<file path="src/rtl/core/kis_pkg.sv">
package kis_pkg;

  localparam int MaxKeys  = 64;
  localparam int TimeBits = 32;
  localparam int FracBits = 16;

  localparam int IdxW    = $clog2(MaxKeys);
  localparam int CntW    = IdxW + 1;
  localparam int CountW  = 7;
  localparam int CmdW    = 2;
  localparam int FracW   = FracBits + 1;
  localparam int DivCntW = $clog2(FracBits);

  localparam logic [FracW-1:0] FracOne = FracW'(1) << FracBits;

  typedef enum logic [CmdW-1:0] {
    CMD_WRITE  = 2'd0,
    CMD_PLAIN  = 2'd1,
    CMD_CACHED = 2'd2
  } cmd_e;

  typedef enum logic [3:0] {
    OP_IDLE,
    OP_WRITE,
    OP_LOAD,
    OP_INIT_ZERO,
    OP_INIT_HINT2,
    OP_SEARCH_STEP,
    OP_FIX,
    OP_SEG_HINT,
    OP_SEG_HINT1,
    OP_LATCH_P0,
    OP_LATCH_P1,
    OP_DIV_PREP,
    OP_DIV_STEP,
    OP_RES_ZERO,
    OP_RES_LAST,
    OP_FINISH
  } dp_op_e;

  typedef enum logic [3:0] {
    RD_ZERO,
    RD_LAST,
    RD_HINT,
    RD_HINT1,
    RD_HINT2,
    RD_PROBE,
    RD_CUR,
    RD_SEG,
    RD_SEG1
  } rd_sel_e;

  typedef enum logic [4:0] {
    ST_IDLE,
    ST_P_K0,
    ST_P_K0E,
    ST_P_KL,
    ST_C_START,
    ST_C_KH,
    ST_C_K0,
    ST_C_KL,
    ST_C_K1,
    ST_C_K2,
    ST_S_ISSUE,
    ST_S_EVAL,
    ST_S_FIX,
    ST_F_RD0,
    ST_F_RD1,
    ST_F_RD2,
    ST_F_PREP,
    ST_DIV,
    ST_FINISH
  } state_e;

  typedef struct packed {
    dp_op_e  op;
    rd_sel_e rd;
  } kis_cmd_t;

  typedef struct packed {
    logic n_lt2;
    logic hint_ge_n;
    logic hint1_ge_n;
    logic hint2_ge_n;
    logic t_lt_rd;
    logic t_le_rd;
    logic cnt_zero;
    logic div_trivial;
    logic div_last;
    logic out_free;
  } kis_stat_t;

endpackage

</file>
<file path="src/rtl/core/kis_ctrl.sv">
module kis_ctrl (
  input  logic                    clk_i,
  input  logic                    rst_ni,
  input  logic                    in_valid_i,
  input  logic [kis_pkg::CmdW-1:0] cmd_i,
  input  kis_pkg::kis_stat_t      stat_i,
  output logic                    in_stall_o,
  output kis_pkg::kis_cmd_t       ctl_o
);

  kis_pkg::state_e state_q, state_d;

  always_ff @(posedge clk_i or negedge rst_ni) begin
    if (!rst_ni) begin
      state_q <= kis_pkg::ST_IDLE;
    end else begin
      state_q <= state_d;
    end
  end

  always_comb begin
    state_d = state_q;
    case (state_q)
      kis_pkg::ST_IDLE: begin
        if (in_valid_i) begin
          case (cmd_i)
            kis_pkg::CMD_PLAIN:  state_d = kis_pkg::ST_P_K0;
            kis_pkg::CMD_CACHED: state_d = kis_pkg::ST_C_START;
            default:             state_d = kis_pkg::ST_IDLE;
          endcase
        end
      end
      kis_pkg::ST_P_K0: begin
        state_d = stat_i.n_lt2 ? kis_pkg::ST_FINISH : kis_pkg::ST_P_K0E;
      end
      kis_pkg::ST_P_K0E: begin
        state_d = stat_i.t_le_rd ? kis_pkg::ST_FINISH : kis_pkg::ST_P_KL;
      end
      kis_pkg::ST_P_KL: begin
        state_d = !stat_i.t_lt_rd ? kis_pkg::ST_FINISH : kis_pkg::ST_S_ISSUE;
      end
      kis_pkg::ST_C_START: begin
        state_d = stat_i.hint_ge_n ? kis_pkg::ST_P_K0 : kis_pkg::ST_C_KH;
      end
      kis_pkg::ST_C_KH: begin
        if (stat_i.t_lt_rd) begin
          state_d = kis_pkg::ST_P_K0;
        end else if (stat_i.n_lt2) begin
          state_d = kis_pkg::ST_FINISH;
        end else begin
          state_d = kis_pkg::ST_C_K0;
        end
      end
      kis_pkg::ST_C_K0: begin
        state_d = stat_i.t_le_rd ? kis_pkg::ST_FINISH : kis_pkg::ST_C_KL;
      end
      kis_pkg::ST_C_KL: begin
        if (!stat_i.t_lt_rd) begin
          state_d = kis_pkg::ST_FINISH;
        end else if (stat_i.hint1_ge_n) begin
          state_d = kis_pkg::ST_S_ISSUE;
        end else begin
          state_d = kis_pkg::ST_C_K1;
        end
      end
      kis_pkg::ST_C_K1: begin
        if (stat_i.t_le_rd) begin
          state_d = kis_pkg::ST_F_RD0;
        end else if (stat_i.hint2_ge_n) begin
          state_d = kis_pkg::ST_S_ISSUE;
        end else begin
          state_d = kis_pkg::ST_C_K2;
        end
      end
      kis_pkg::ST_C_K2: begin
        state_d = stat_i.t_le_rd ? kis_pkg::ST_F_RD0 : kis_pkg::ST_S_ISSUE;
      end
      kis_pkg::ST_S_ISSUE: begin
        state_d = stat_i.cnt_zero ? kis_pkg::ST_S_FIX : kis_pkg::ST_S_EVAL;
      end
      kis_pkg::ST_S_EVAL: state_d = kis_pkg::ST_S_ISSUE;
      kis_pkg::ST_S_FIX:  state_d = kis_pkg::ST_F_RD0;
      kis_pkg::ST_F_RD0:  state_d = kis_pkg::ST_F_RD1;
      kis_pkg::ST_F_RD1:  state_d = kis_pkg::ST_F_RD2;
      kis_pkg::ST_F_RD2:  state_d = kis_pkg::ST_F_PREP;
      kis_pkg::ST_F_PREP: begin
        state_d = stat_i.div_trivial ? kis_pkg::ST_FINISH : kis_pkg::ST_DIV;
      end
      kis_pkg::ST_DIV: begin
        if (stat_i.div_last) begin
          state_d = kis_pkg::ST_FINISH;
        end
      end
      kis_pkg::ST_FINISH: begin
        if (stat_i.out_free) begin
          state_d = kis_pkg::ST_IDLE;
        end
      end
      default: state_d = kis_pkg::ST_IDLE;
    endcase
  end

  always_comb begin
    ctl_o.op   = kis_pkg::OP_IDLE;
    ctl_o.rd   = kis_pkg::RD_ZERO;
    in_stall_o = 1'b1;
    case (state_q)
      kis_pkg::ST_IDLE: begin
        in_stall_o = 1'b0;
        if (in_valid_i) begin
          case (cmd_i)
            kis_pkg::CMD_WRITE:  ctl_o.op = kis_pkg::OP_WRITE;
            kis_pkg::CMD_PLAIN:  ctl_o.op = kis_pkg::OP_LOAD;
            kis_pkg::CMD_CACHED: ctl_o.op = kis_pkg::OP_LOAD;
            default:             ctl_o.op = kis_pkg::OP_IDLE;
          endcase
        end
      end
      kis_pkg::ST_P_K0: begin
        if (stat_i.n_lt2) begin
          ctl_o.op = kis_pkg::OP_RES_ZERO;
        end else begin
          ctl_o.rd = kis_pkg::RD_ZERO;
        end
      end
      kis_pkg::ST_P_K0E: begin
        if (stat_i.t_le_rd) begin
          ctl_o.op = kis_pkg::OP_RES_ZERO;
        end else begin
          ctl_o.rd = kis_pkg::RD_LAST;
        end
      end
      kis_pkg::ST_P_KL: begin
        ctl_o.op = !stat_i.t_lt_rd ? kis_pkg::OP_RES_LAST : kis_pkg::OP_INIT_ZERO;
      end
      kis_pkg::ST_C_START: ctl_o.rd = kis_pkg::RD_HINT;
      kis_pkg::ST_C_KH: begin
        if (!stat_i.t_lt_rd && stat_i.n_lt2) begin
          ctl_o.op = kis_pkg::OP_RES_ZERO;
        end
        ctl_o.rd = kis_pkg::RD_ZERO;
      end
      kis_pkg::ST_C_K0: begin
        if (stat_i.t_le_rd) begin
          ctl_o.op = kis_pkg::OP_RES_ZERO;
        end else begin
          ctl_o.rd = kis_pkg::RD_LAST;
        end
      end
      kis_pkg::ST_C_KL: begin
        if (!stat_i.t_lt_rd) begin
          ctl_o.op = kis_pkg::OP_RES_LAST;
        end else if (stat_i.hint1_ge_n) begin
          ctl_o.op = kis_pkg::OP_INIT_ZERO;
        end else begin
          ctl_o.rd = kis_pkg::RD_HINT1;
        end
      end
      kis_pkg::ST_C_K1: begin
        if (stat_i.t_le_rd) begin
          ctl_o.op = kis_pkg::OP_SEG_HINT;
        end else if (stat_i.hint2_ge_n) begin
          ctl_o.op = kis_pkg::OP_INIT_ZERO;
        end else begin
          ctl_o.rd = kis_pkg::RD_HINT2;
        end
      end
      kis_pkg::ST_C_K2: begin
        ctl_o.op = stat_i.t_le_rd ? kis_pkg::OP_SEG_HINT1 : kis_pkg::OP_INIT_HINT2;
      end
      kis_pkg::ST_S_ISSUE: begin
        ctl_o.rd = stat_i.cnt_zero ? kis_pkg::RD_CUR : kis_pkg::RD_PROBE;
      end
      kis_pkg::ST_S_EVAL: ctl_o.op = kis_pkg::OP_SEARCH_STEP;
      kis_pkg::ST_S_FIX:  ctl_o.op = kis_pkg::OP_FIX;
      kis_pkg::ST_F_RD0:  ctl_o.rd = kis_pkg::RD_SEG;
      kis_pkg::ST_F_RD1: begin
        ctl_o.op = kis_pkg::OP_LATCH_P0;
        ctl_o.rd = kis_pkg::RD_SEG1;
      end
      kis_pkg::ST_F_RD2:  ctl_o.op = kis_pkg::OP_LATCH_P1;
      kis_pkg::ST_F_PREP: ctl_o.op = kis_pkg::OP_DIV_PREP;
      kis_pkg::ST_DIV:    ctl_o.op = kis_pkg::OP_DIV_STEP;
      kis_pkg::ST_FINISH: begin
        if (stat_i.out_free) begin
          ctl_o.op = kis_pkg::OP_FINISH;
        end
      end
      default: ctl_o.op = kis_pkg::OP_IDLE;
    endcase
  end

endmodule

</file>
<file path="src/rtl/core/kis_dpath.sv">
module kis_dpath (
  input  logic                              clk_i,
  input  logic                              rst_ni,
  input  logic                              cfg_we_i,
  input  logic [kis_pkg::CountW-1:0]        cfg_wdata_i,
  input  logic [kis_pkg::CmdW-1:0]          cmd_i,
  input  logic [kis_pkg::IdxW-1:0]          key_slot_i,
  input  logic signed [kis_pkg::TimeBits-1:0] time_value_i,
  input  logic                              out_stall_i,
  input  kis_pkg::kis_cmd_t                 ctl_i,
  output kis_pkg::kis_stat_t                stat_o,
  output logic                              out_valid_o,
  output logic [kis_pkg::IdxW-1:0]          segment_index_o,
  output logic [kis_pkg::FracW-1:0]         fraction_o
);

  localparam int TW = kis_pkg::TimeBits;
  localparam int CW = kis_pkg::CntW;
  localparam int IW = kis_pkg::IdxW;
  localparam int FB = kis_pkg::FracBits;

  logic [TW-1:0] mem_q [kis_pkg::MaxKeys];
  logic [TW-1:0] rdata_q, t_q, p0_q, p1_q, rem_q, den_q;
  logic [FB-1:0] quo_q;
  logic [kis_pkg::DivCntW-1:0] div_cnt_q;
  logic [CW-1:0] lo_q, cnt_q, first_q;
  logic [IW-1:0] res_idx_q, out_idx_q, hint_q;
  logic [kis_pkg::FracW-1:0] res_frac_q, out_frac_q;
  logic cached_q, out_valid_q;
  logic [kis_pkg::CountW-1:0] key_count_q;

  logic [TW-1:0] t_in, num, den;
  logic [TW:0] rem2, rem_nx;
  logic [FB-1:0] quo_nx;
  logic [CW-1:0] n_c, n_m1, n_m2, hint_ext, hint1, hint2, step, probe, cur, cur_dec, fix_idx;
  logic [IW-1:0] rd_addr;
  logic ge, frac_zero, frac_one, out_free;

  assign t_in = {~time_value_i[TW-1], time_value_i[TW-2:0]};

  assign n_c = (int'(key_count_q) > kis_pkg::MaxKeys) ? CW'(kis_pkg::MaxKeys)
                                                      : CW'(key_count_q);
  assign n_m1     = n_c - CW'(1);
  assign n_m2     = n_c - CW'(2);
  assign hint_ext = {1'b0, hint_q};
  assign hint1    = hint_ext + CW'(1);
  assign hint2    = hint_ext + CW'(2);
  assign step     = cnt_q >> 1;
  assign probe    = lo_q + step;
  assign cur      = (lo_q >= n_c) ? n_m1 : lo_q;
  assign cur_dec  = (rdata_q > t_q && cur != first_q) ? cur - CW'(1) : cur;
  assign fix_idx  = (cur_dec + CW'(1) >= n_c) ? n_m2 : cur_dec;

  assign num       = t_q - p0_q;
  assign den       = p1_q - p0_q;
  assign frac_zero = (p1_q <= p0_q) || (t_q < p0_q);
  assign frac_one  = num >= den;

  assign rem2   = {rem_q, 1'b0};
  assign ge     = rem2 >= {1'b0, den_q};
  assign rem_nx = ge ? rem2 - {1'b0, den_q} : rem2;
  assign quo_nx = {quo_q[FB-2:0], ge};

  assign out_free = !out_valid_q || !out_stall_i;

  always_comb begin
    case (ctl_i.rd)
      kis_pkg::RD_ZERO:  rd_addr = '0;
      kis_pkg::RD_LAST:  rd_addr = n_m1[IW-1:0];
      kis_pkg::RD_HINT:  rd_addr = hint_q;
      kis_pkg::RD_HINT1: rd_addr = hint1[IW-1:0];
      kis_pkg::RD_HINT2: rd_addr = hint2[IW-1:0];
      kis_pkg::RD_PROBE: rd_addr = probe[IW-1:0];
      kis_pkg::RD_CUR:   rd_addr = cur[IW-1:0];
      kis_pkg::RD_SEG:   rd_addr = res_idx_q;
      kis_pkg::RD_SEG1:  rd_addr = res_idx_q + IW'(1);
      default:           rd_addr = '0;
    endcase
  end

  always_comb begin
    stat_o.n_lt2       = n_c < CW'(2);
    stat_o.hint_ge_n   = hint_ext >= n_c;
    stat_o.hint1_ge_n  = hint1 >= n_c;
    stat_o.hint2_ge_n  = hint2 >= n_c;
    stat_o.t_lt_rd     = t_q < rdata_q;
    stat_o.t_le_rd     = t_q <= rdata_q;
    stat_o.cnt_zero    = cnt_q == '0;
    stat_o.div_trivial = frac_zero || frac_one;
    stat_o.div_last    = div_cnt_q == kis_pkg::DivCntW'(FB - 1);
    stat_o.out_free    = out_free;
  end

  always_ff @(posedge clk_i) begin
    if (ctl_i.op == kis_pkg::OP_WRITE) begin
      mem_q[key_slot_i] <= t_in;
    end
    rdata_q <= mem_q[rd_addr];
  end

  always_ff @(posedge clk_i or negedge rst_ni) begin
    if (!rst_ni) begin
      key_count_q <= '0;
      hint_q      <= '0;
      out_valid_q <= 1'b0;
    end else begin
      if (cfg_we_i) begin
        key_count_q <= cfg_wdata_i;
      end
      if (ctl_i.op == kis_pkg::OP_FINISH) begin
        out_valid_q <= 1'b1;
        if (cached_q) begin
          hint_q <= res_idx_q;
        end
      end else if (!out_stall_i) begin
        out_valid_q <= 1'b0;
      end
    end
  end

  always_ff @(posedge clk_i) begin
    case (ctl_i.op)
      kis_pkg::OP_LOAD: begin
        t_q      <= t_in;
        cached_q <= cmd_i == kis_pkg::CMD_CACHED;
      end
      kis_pkg::OP_INIT_ZERO: begin
        lo_q    <= '0;
        first_q <= '0;
        cnt_q   <= n_c;
      end
      kis_pkg::OP_INIT_HINT2: begin
        lo_q    <= hint2;
        first_q <= hint2;
        cnt_q   <= n_c - hint2;
      end
      kis_pkg::OP_SEARCH_STEP: begin
        if (rdata_q < t_q) begin
          lo_q  <= probe + CW'(1);
          cnt_q <= cnt_q - step - CW'(1);
        end else begin
          cnt_q <= step;
        end
      end
      kis_pkg::OP_FIX:       res_idx_q <= fix_idx[IW-1:0];
      kis_pkg::OP_SEG_HINT:  res_idx_q <= hint_q;
      kis_pkg::OP_SEG_HINT1: res_idx_q <= hint1[IW-1:0];
      kis_pkg::OP_LATCH_P0:  p0_q <= rdata_q;
      kis_pkg::OP_LATCH_P1:  p1_q <= rdata_q;
      kis_pkg::OP_DIV_PREP: begin
        rem_q      <= num;
        den_q      <= den;
        quo_q      <= '0;
        div_cnt_q  <= '0;
        res_frac_q <= (!frac_zero && frac_one) ? kis_pkg::FracOne : '0;
      end
      kis_pkg::OP_DIV_STEP: begin
        rem_q     <= rem_nx[TW-1:0];
        quo_q     <= quo_nx;
        div_cnt_q <= div_cnt_q + kis_pkg::DivCntW'(1);
        res_frac_q <= {1'b0, quo_nx};
      end
      kis_pkg::OP_RES_ZERO: begin
        res_idx_q  <= '0;
        res_frac_q <= '0;
      end
      kis_pkg::OP_RES_LAST: begin
        res_idx_q  <= n_m1[IW-1:0];
        res_frac_q <= '0;
      end
      kis_pkg::OP_FINISH: begin
        out_idx_q  <= res_idx_q;
        out_frac_q <= res_frac_q;
      end
      default: begin
      end
    endcase
  end

  assign out_valid_o     = out_valid_q;
  assign segment_index_o = out_idx_q;
  assign fraction_o      = out_frac_q;

endmodule

</file>
<file path="src/rtl/core/keyframe_interval_search_unit.sv">
// Channel   Signals                                   Direction
// input     in_valid_i, in_stall_o, cmd_i,            in
//           key_slot_i, time_value_i
// output    out_valid_o, out_stall_i,                 out
//           segment_index_o, fraction_o
// config    cfg_we_i, cfg_wdata_i (key_count)         in
//
// A key write leaves the unit idle for the next transaction. The key table
// has one registered read port, so a binary-search probe is issued and then
// evaluated; the fraction comes from a restoring divider, one bit a cycle.
// Reset is asynchronous, active low; the key table is not cleared.
// A finished result sits in the output register; the next transaction is
// taken while it waits, and the following result holds until it is taken.
module keyframe_interval_search_unit (
  input  logic                                clk_i,
  input  logic                                rst_ni,
  input  logic                                cfg_we_i,
  input  logic [kis_pkg::CountW-1:0]          cfg_wdata_i,
  input  logic                                in_valid_i,
  output logic                                in_stall_o,
  input  logic [kis_pkg::CmdW-1:0]            cmd_i,
  input  logic [kis_pkg::IdxW-1:0]            key_slot_i,
  input  logic signed [kis_pkg::TimeBits-1:0] time_value_i,
  output logic                                out_valid_o,
  input  logic                                out_stall_i,
  output logic [kis_pkg::IdxW-1:0]            segment_index_o,
  output logic [kis_pkg::FracW-1:0]           fraction_o
);

  kis_pkg::kis_cmd_t  ctl;
  kis_pkg::kis_stat_t stat;

  kis_ctrl u_ctrl (
    .clk_i      (clk_i),
    .rst_ni     (rst_ni),
    .in_valid_i (in_valid_i),
    .cmd_i      (cmd_i),
    .stat_i     (stat),
    .in_stall_o (in_stall_o),
    .ctl_o      (ctl)
  );

  kis_dpath u_dpath (
    .clk_i           (clk_i),
    .rst_ni          (rst_ni),
    .cfg_we_i        (cfg_we_i),
    .cfg_wdata_i     (cfg_wdata_i),
    .cmd_i           (cmd_i),
    .key_slot_i      (key_slot_i),
    .time_value_i    (time_value_i),
    .out_stall_i     (out_stall_i),
    .ctl_i           (ctl),
    .stat_o          (stat),
    .out_valid_o     (out_valid_o),
    .segment_index_o (segment_index_o),
    .fraction_o      (fraction_o)
  );

endmodule

</file>
<file path="config.mk">
export PLATFORM = sky130hd
export DESIGN_NAME = keyframe_interval_search_unit
export DESIGN_NICKNAME = d
export VERILOG_FILES = /design/src/rtl/core/kis_pkg.sv /design/src/rtl/core/kis_ctrl.sv /design/src/rtl/core/kis_dpath.sv /design/src/rtl/core/keyframe_interval_search_unit.sv
export SDC_FILE = /design/constraint.sdc
export NUM_CORES = 2
export LEC_CHECK = 0
export ABC_CLOCK_PERIOD_IN_PS = 5930
export CORE_MARGIN = 3
export CORE_UTILIZATION = 55
export CTS_CLUSTER_DIAMETER = 200
export CTS_CLUSTER_SIZE = 30
export DETAILED_ROUTE_END_ITERATION = 10
export DONT_BUFFER_PORTS = 1
export PLACE_DENSITY = 0.7
export SETUP_SLACK_MARGIN = 0.1
export SLEW_MARGIN = 15
export SYNTH_ARGS = -nofsm -noshare
export SYNTH_HDL_FRONTEND = slang
export SYNTH_SLANG_ARGS = --single-unit
</file>
<file path="constraint.sdc">
create_clock -name clk_i -period 5.93 [get_ports clk_i]
set_input_delay 0.8895 -clock clk_i [delete_from_list [all_inputs] [get_ports clk_i]]
set_output_delay 0.8895 -clock clk_i [all_outputs]
set_load 0.01 [all_outputs]
</file>
==> results.md <==
* Critical path origin: u_dpath.hint_q[1]$_DFFE_PN0P_
* DRT iter0 DRCs at 7943
* Reg area at 70000 um2
* Initial DRT Pass Iterations at 6
* Vias in the first global route at roughly 57000
* Worst reg2reg startpoint: u_dpath.hint_q[1]$_DFFE_PN0P_
* Io pins at 77
* Setup TNS at 0 ns
* Crit Path Max Fanout at 13
* Synth-to-layout area growth at 8.86%
* Synthesized netlist cell count at around 6300
* Final Cell Area at 108000 um2
* CP Class: flip-flop to flip-flop
* Rel. slew slack at 26.9%
* Total wire length at 271 mm
* Synth top cells by count: 2295 x edfxtp_1, 672 x nand2_1, 255 x mux2i_1
* Num CTS Buffers at 88
* Minimum clock period at 5.64 ns
* Nets@finish at 6750
* GRT overflow at 0
* Max Root-Sink Buffers at 3
* Port Buffers at 0
* WL/cell at roughly 30 um
* Status: finished, final reports clean
* # fillers at 13100
* Core area at 179000 um2
* Final setup fails at 0
* Overall power at between 40 and 50 mW
* Worst-Margin Slew at 1.10 ns
* DP Area at between 100000 and 150000 um2
* Worst hold path type: input port to flip-flop
* Multi-input logic area at 27700 um2
* Core Util, Final at 60.4%
* Initial core utilization at between 50 and 60%
* DP HPWL at 170 mm
* Via density at 6.52
* DR vias at between 50000 and 60000
* Final ANT Viol Nets at 0
* Distinct cells, synth at about 100
* Clk sinks at 2346
* First-pass GRT wire length at 392 mm
* Post-synth top flop: edfxtp_1
* Final Hold Fails at 0
* Avg Cell Area, Syn at 15.6 um2
* RSZ-0062 raised after global routing: true
* CTS root buffer: clkbuf_16
* Die footprint at 185000 um2
* Async S/R FF share, synth at 0.810%
* Synth top area share at 69.5%
* Overall Global Routing Usage at 29.1%
* DIE WIDTH at 431 um
* EDFF count, synth at 2295
* Fin. max-slew vios at 0
* CTS HTree Levels at 3
* Req. time, crit path at 6.64 ns
* Share of post-route cells with drive strength above 1 at roughly 14%
* Worst setup margin at slightly below 0.3 ns
* Maximum vdd ir drop at just under 0.3 mV
* Ys Warns at 0
* HP Start: time_value_i[24]
* DIE HEIGHT at about 430 um
* Critical Path AT at between 6 and 7 ns
* Clock Pin Slew Worst Setup and Hold Paths at 0.12 ns
* Mapped Area at roughly 99000 um2
* Initial antenna violation count at 21
* Pleak at 35.9 nW
* Fmax at 0.177 GHz
* DRC violations left at 0
* Largest net degree at the start of global routing at 80
* Seq/Total Area, Yosys at 70.6%
* Num rows at 155
* Mapped Nets at roughly 6600
* Crit share post-route at 95.0%
* Yosys reg bits at approximately 2300
* Most frequent cell after synthesis: edfxtp_1
* Leading area contributor after synthesis: edfxtp_1
* Maxcap violations at 0
* Area contributors post-synth: edfxtp_1 70%, mux4_2 4.8%, ha_1 2.8%, mux2i_1 2.6%, nand2_1 2.5%
* Clk_lat worst skew at approximately 0.79 ns
* CTS tree: built
* Worst Setup Start Kind: flip-flop
* Clk_skew at between 0.07 and 0.08 ns
* GPL Wtd Cong at 0.930
* Pwr Density at around 440 nW/um2
* Pre-CTS setup slack at -0.00306 ns
* Crit path capture type: flip-flop
==> cells by family (layout without fill, tap and decap cells) <==
family,Yosys count,count (layout),share of synthesized area [%]
buf+inv,503,709,2.24
compound gates,1122,1122,7.80
other cells,0,14,0
simple gates,1443,1443,6.76
flops,2346,2346,70.6
fa+ha+maj,224,224,2.87
mux,565,565,8.49
xor+xnor,137,137,1.21
==> final cells by class <==
cell class | instances | share of cell area (%)
sequential | 2346 | 64.9
inverter | 197 | 0.685
antenna | 14 | 0.0325
timing repair buffer | 350 | 3.60
multi-input combinational | 3491 | 25.6
tap | 2355 | 2.73
clock inverter | 6 | 0.125
clock buffer | 156 | 2.32
==> metrics by stage <==
step                hold WS, ns  cells
floorplan                 0.400   6340
global placement          0.401   8725
detailed placement        0.405   8726
CTS                       0.150   8890
global route              0.156   8901
finish                    0.203   8915
==> state kept, by name, summed over array words and instances (netlist names), 4 cells and up <==
register	count
u_dpath.div_cnt_q	4
u_dpath.lo_q	7
u_dpath.segment_index_o	6
u_dpath.res_frac_q	17
u_dpath.den_q	32
u_dpath.first_q	7
u_dpath.hint_q	6
u_dpath.p1_q	32
u_dpath.p0_q	32
u_dpath.fraction_o	17
u_dpath.rem_q	32
u_dpath.t_q	32
u_ctrl.state_q	5
u_dpath.cnt_q	7
u_dpath.quo_q	15
u_dpath.res_idx_q	6
u_dpath.key_count_q	7
u_dpath.mem_q	2048
u_dpath.rdata_q	32
==> worst max-delay path, stage by stage (launching register included) <==
cell	delay [ns]
dfrtp_1	0.47
ha_1	0.30
xor2_1	0.29
inv_1	0.17
ha_1	0.26
a211o_1	0.26
a21oi_1	0.29
o211ai_2	0.29
a32o_1	0.37
nand3_1	0.33
nand3_4	0.29
nand2_1	0.63
buf_4	0.36
o22ai_1	0.19
or4_1	0.85
nand4_1	0.20
==> worst paths after layout <==
check	cells past startpoint	endpoint	slack (ns)
setup / recovery	15	u_dpath.rdata_q[18]$_DFF_P_	0.29
hold / removal	0	u_dpath.mem_q[50][24]$_DFFE_PP_	0.20
setup reg to reg	15	u_dpath.rdata_q[18]$_DFF_P_	0.29
hold reg to reg	0	u_dpath.fraction_o[12]$_DFFE_PP_	0.43
max in group asynchronous	2	u_dpath.key_count_q[5]$_DFFE_PN0P_	5.16
min in group asynchronous	2	u_dpath.hint_q[2]$_DFFE_PN0P_	0.57
==> power breakdown <==
part           internal (mW)  switching, mW  leakage, nW
registers               19.1          0.855         21.2
clock network           2.96           4.87         1.24
logic                   7.83           12.0         13.5
total                   29.9           17.7         35.9
==> timing repair <==
item                                    CTS  global route
gates resized for setup                   4            14
endpoints found under the setup margin    4            29
setup buffers                             0            11
hold endpoints to repair                 19             0
pin swaps                                 0             2
hold buffers                              2             0
==> layer usage <==
| layer | global-route usage, % | share of wire (%) | vias to the layer above |
|---|---|---|---|
| met4 | 12.2 | 5.0 | 16 |
| met1 | 39.6 | 38 | 29400 |
| li1 | - | - | 25000 |
| met2 | 45.9 | 47 | 3190 |
| met3 | 6.12 | 10 | 519 |
| met5 | 0 | 0.042 | - |
==> cells in the final DEF, fill, tap and decap left out, types with 30 or more instances in the layout <==
cell / Yosys / final
edfxtp_1: 2295 / 2295
nand3_1: 184 / 181
nor3_1: 35 / 32
a21oi_1: 253 / 243
and2_1: 34 / 34
ha_1: 218 / 218
nand4_1: 85 / 85
nor2_1: 211 / 137
nor2_4: 1 / 73
buf_4: 28 / 249
o31ai_1: 34 / 34
o21ai_0: 154 / 154
clkbuf_16: 0 / 90
a32oi_1: 55 / 55
a211oi_1: 72 / 69
mux2_2: 98 / 98
mux4_2: 210 / 210
dfxtp_1: 32 / 32
inv_1: 195 / 194
xor2_1: 55 / 55
nand2_1: 672 / 670
a21o_1: 104 / 103
a311oi_1: 30 / 30
and3_1: 75 / 74
clkbuf_1: 149 / 66
a22oi_1: 99 / 99
o22ai_1: 57 / 57
xnor2_1: 82 / 81
mux2i_1: 255 / 253
buf_12: 1 / 100
Power figures use the tool's default switching activity.
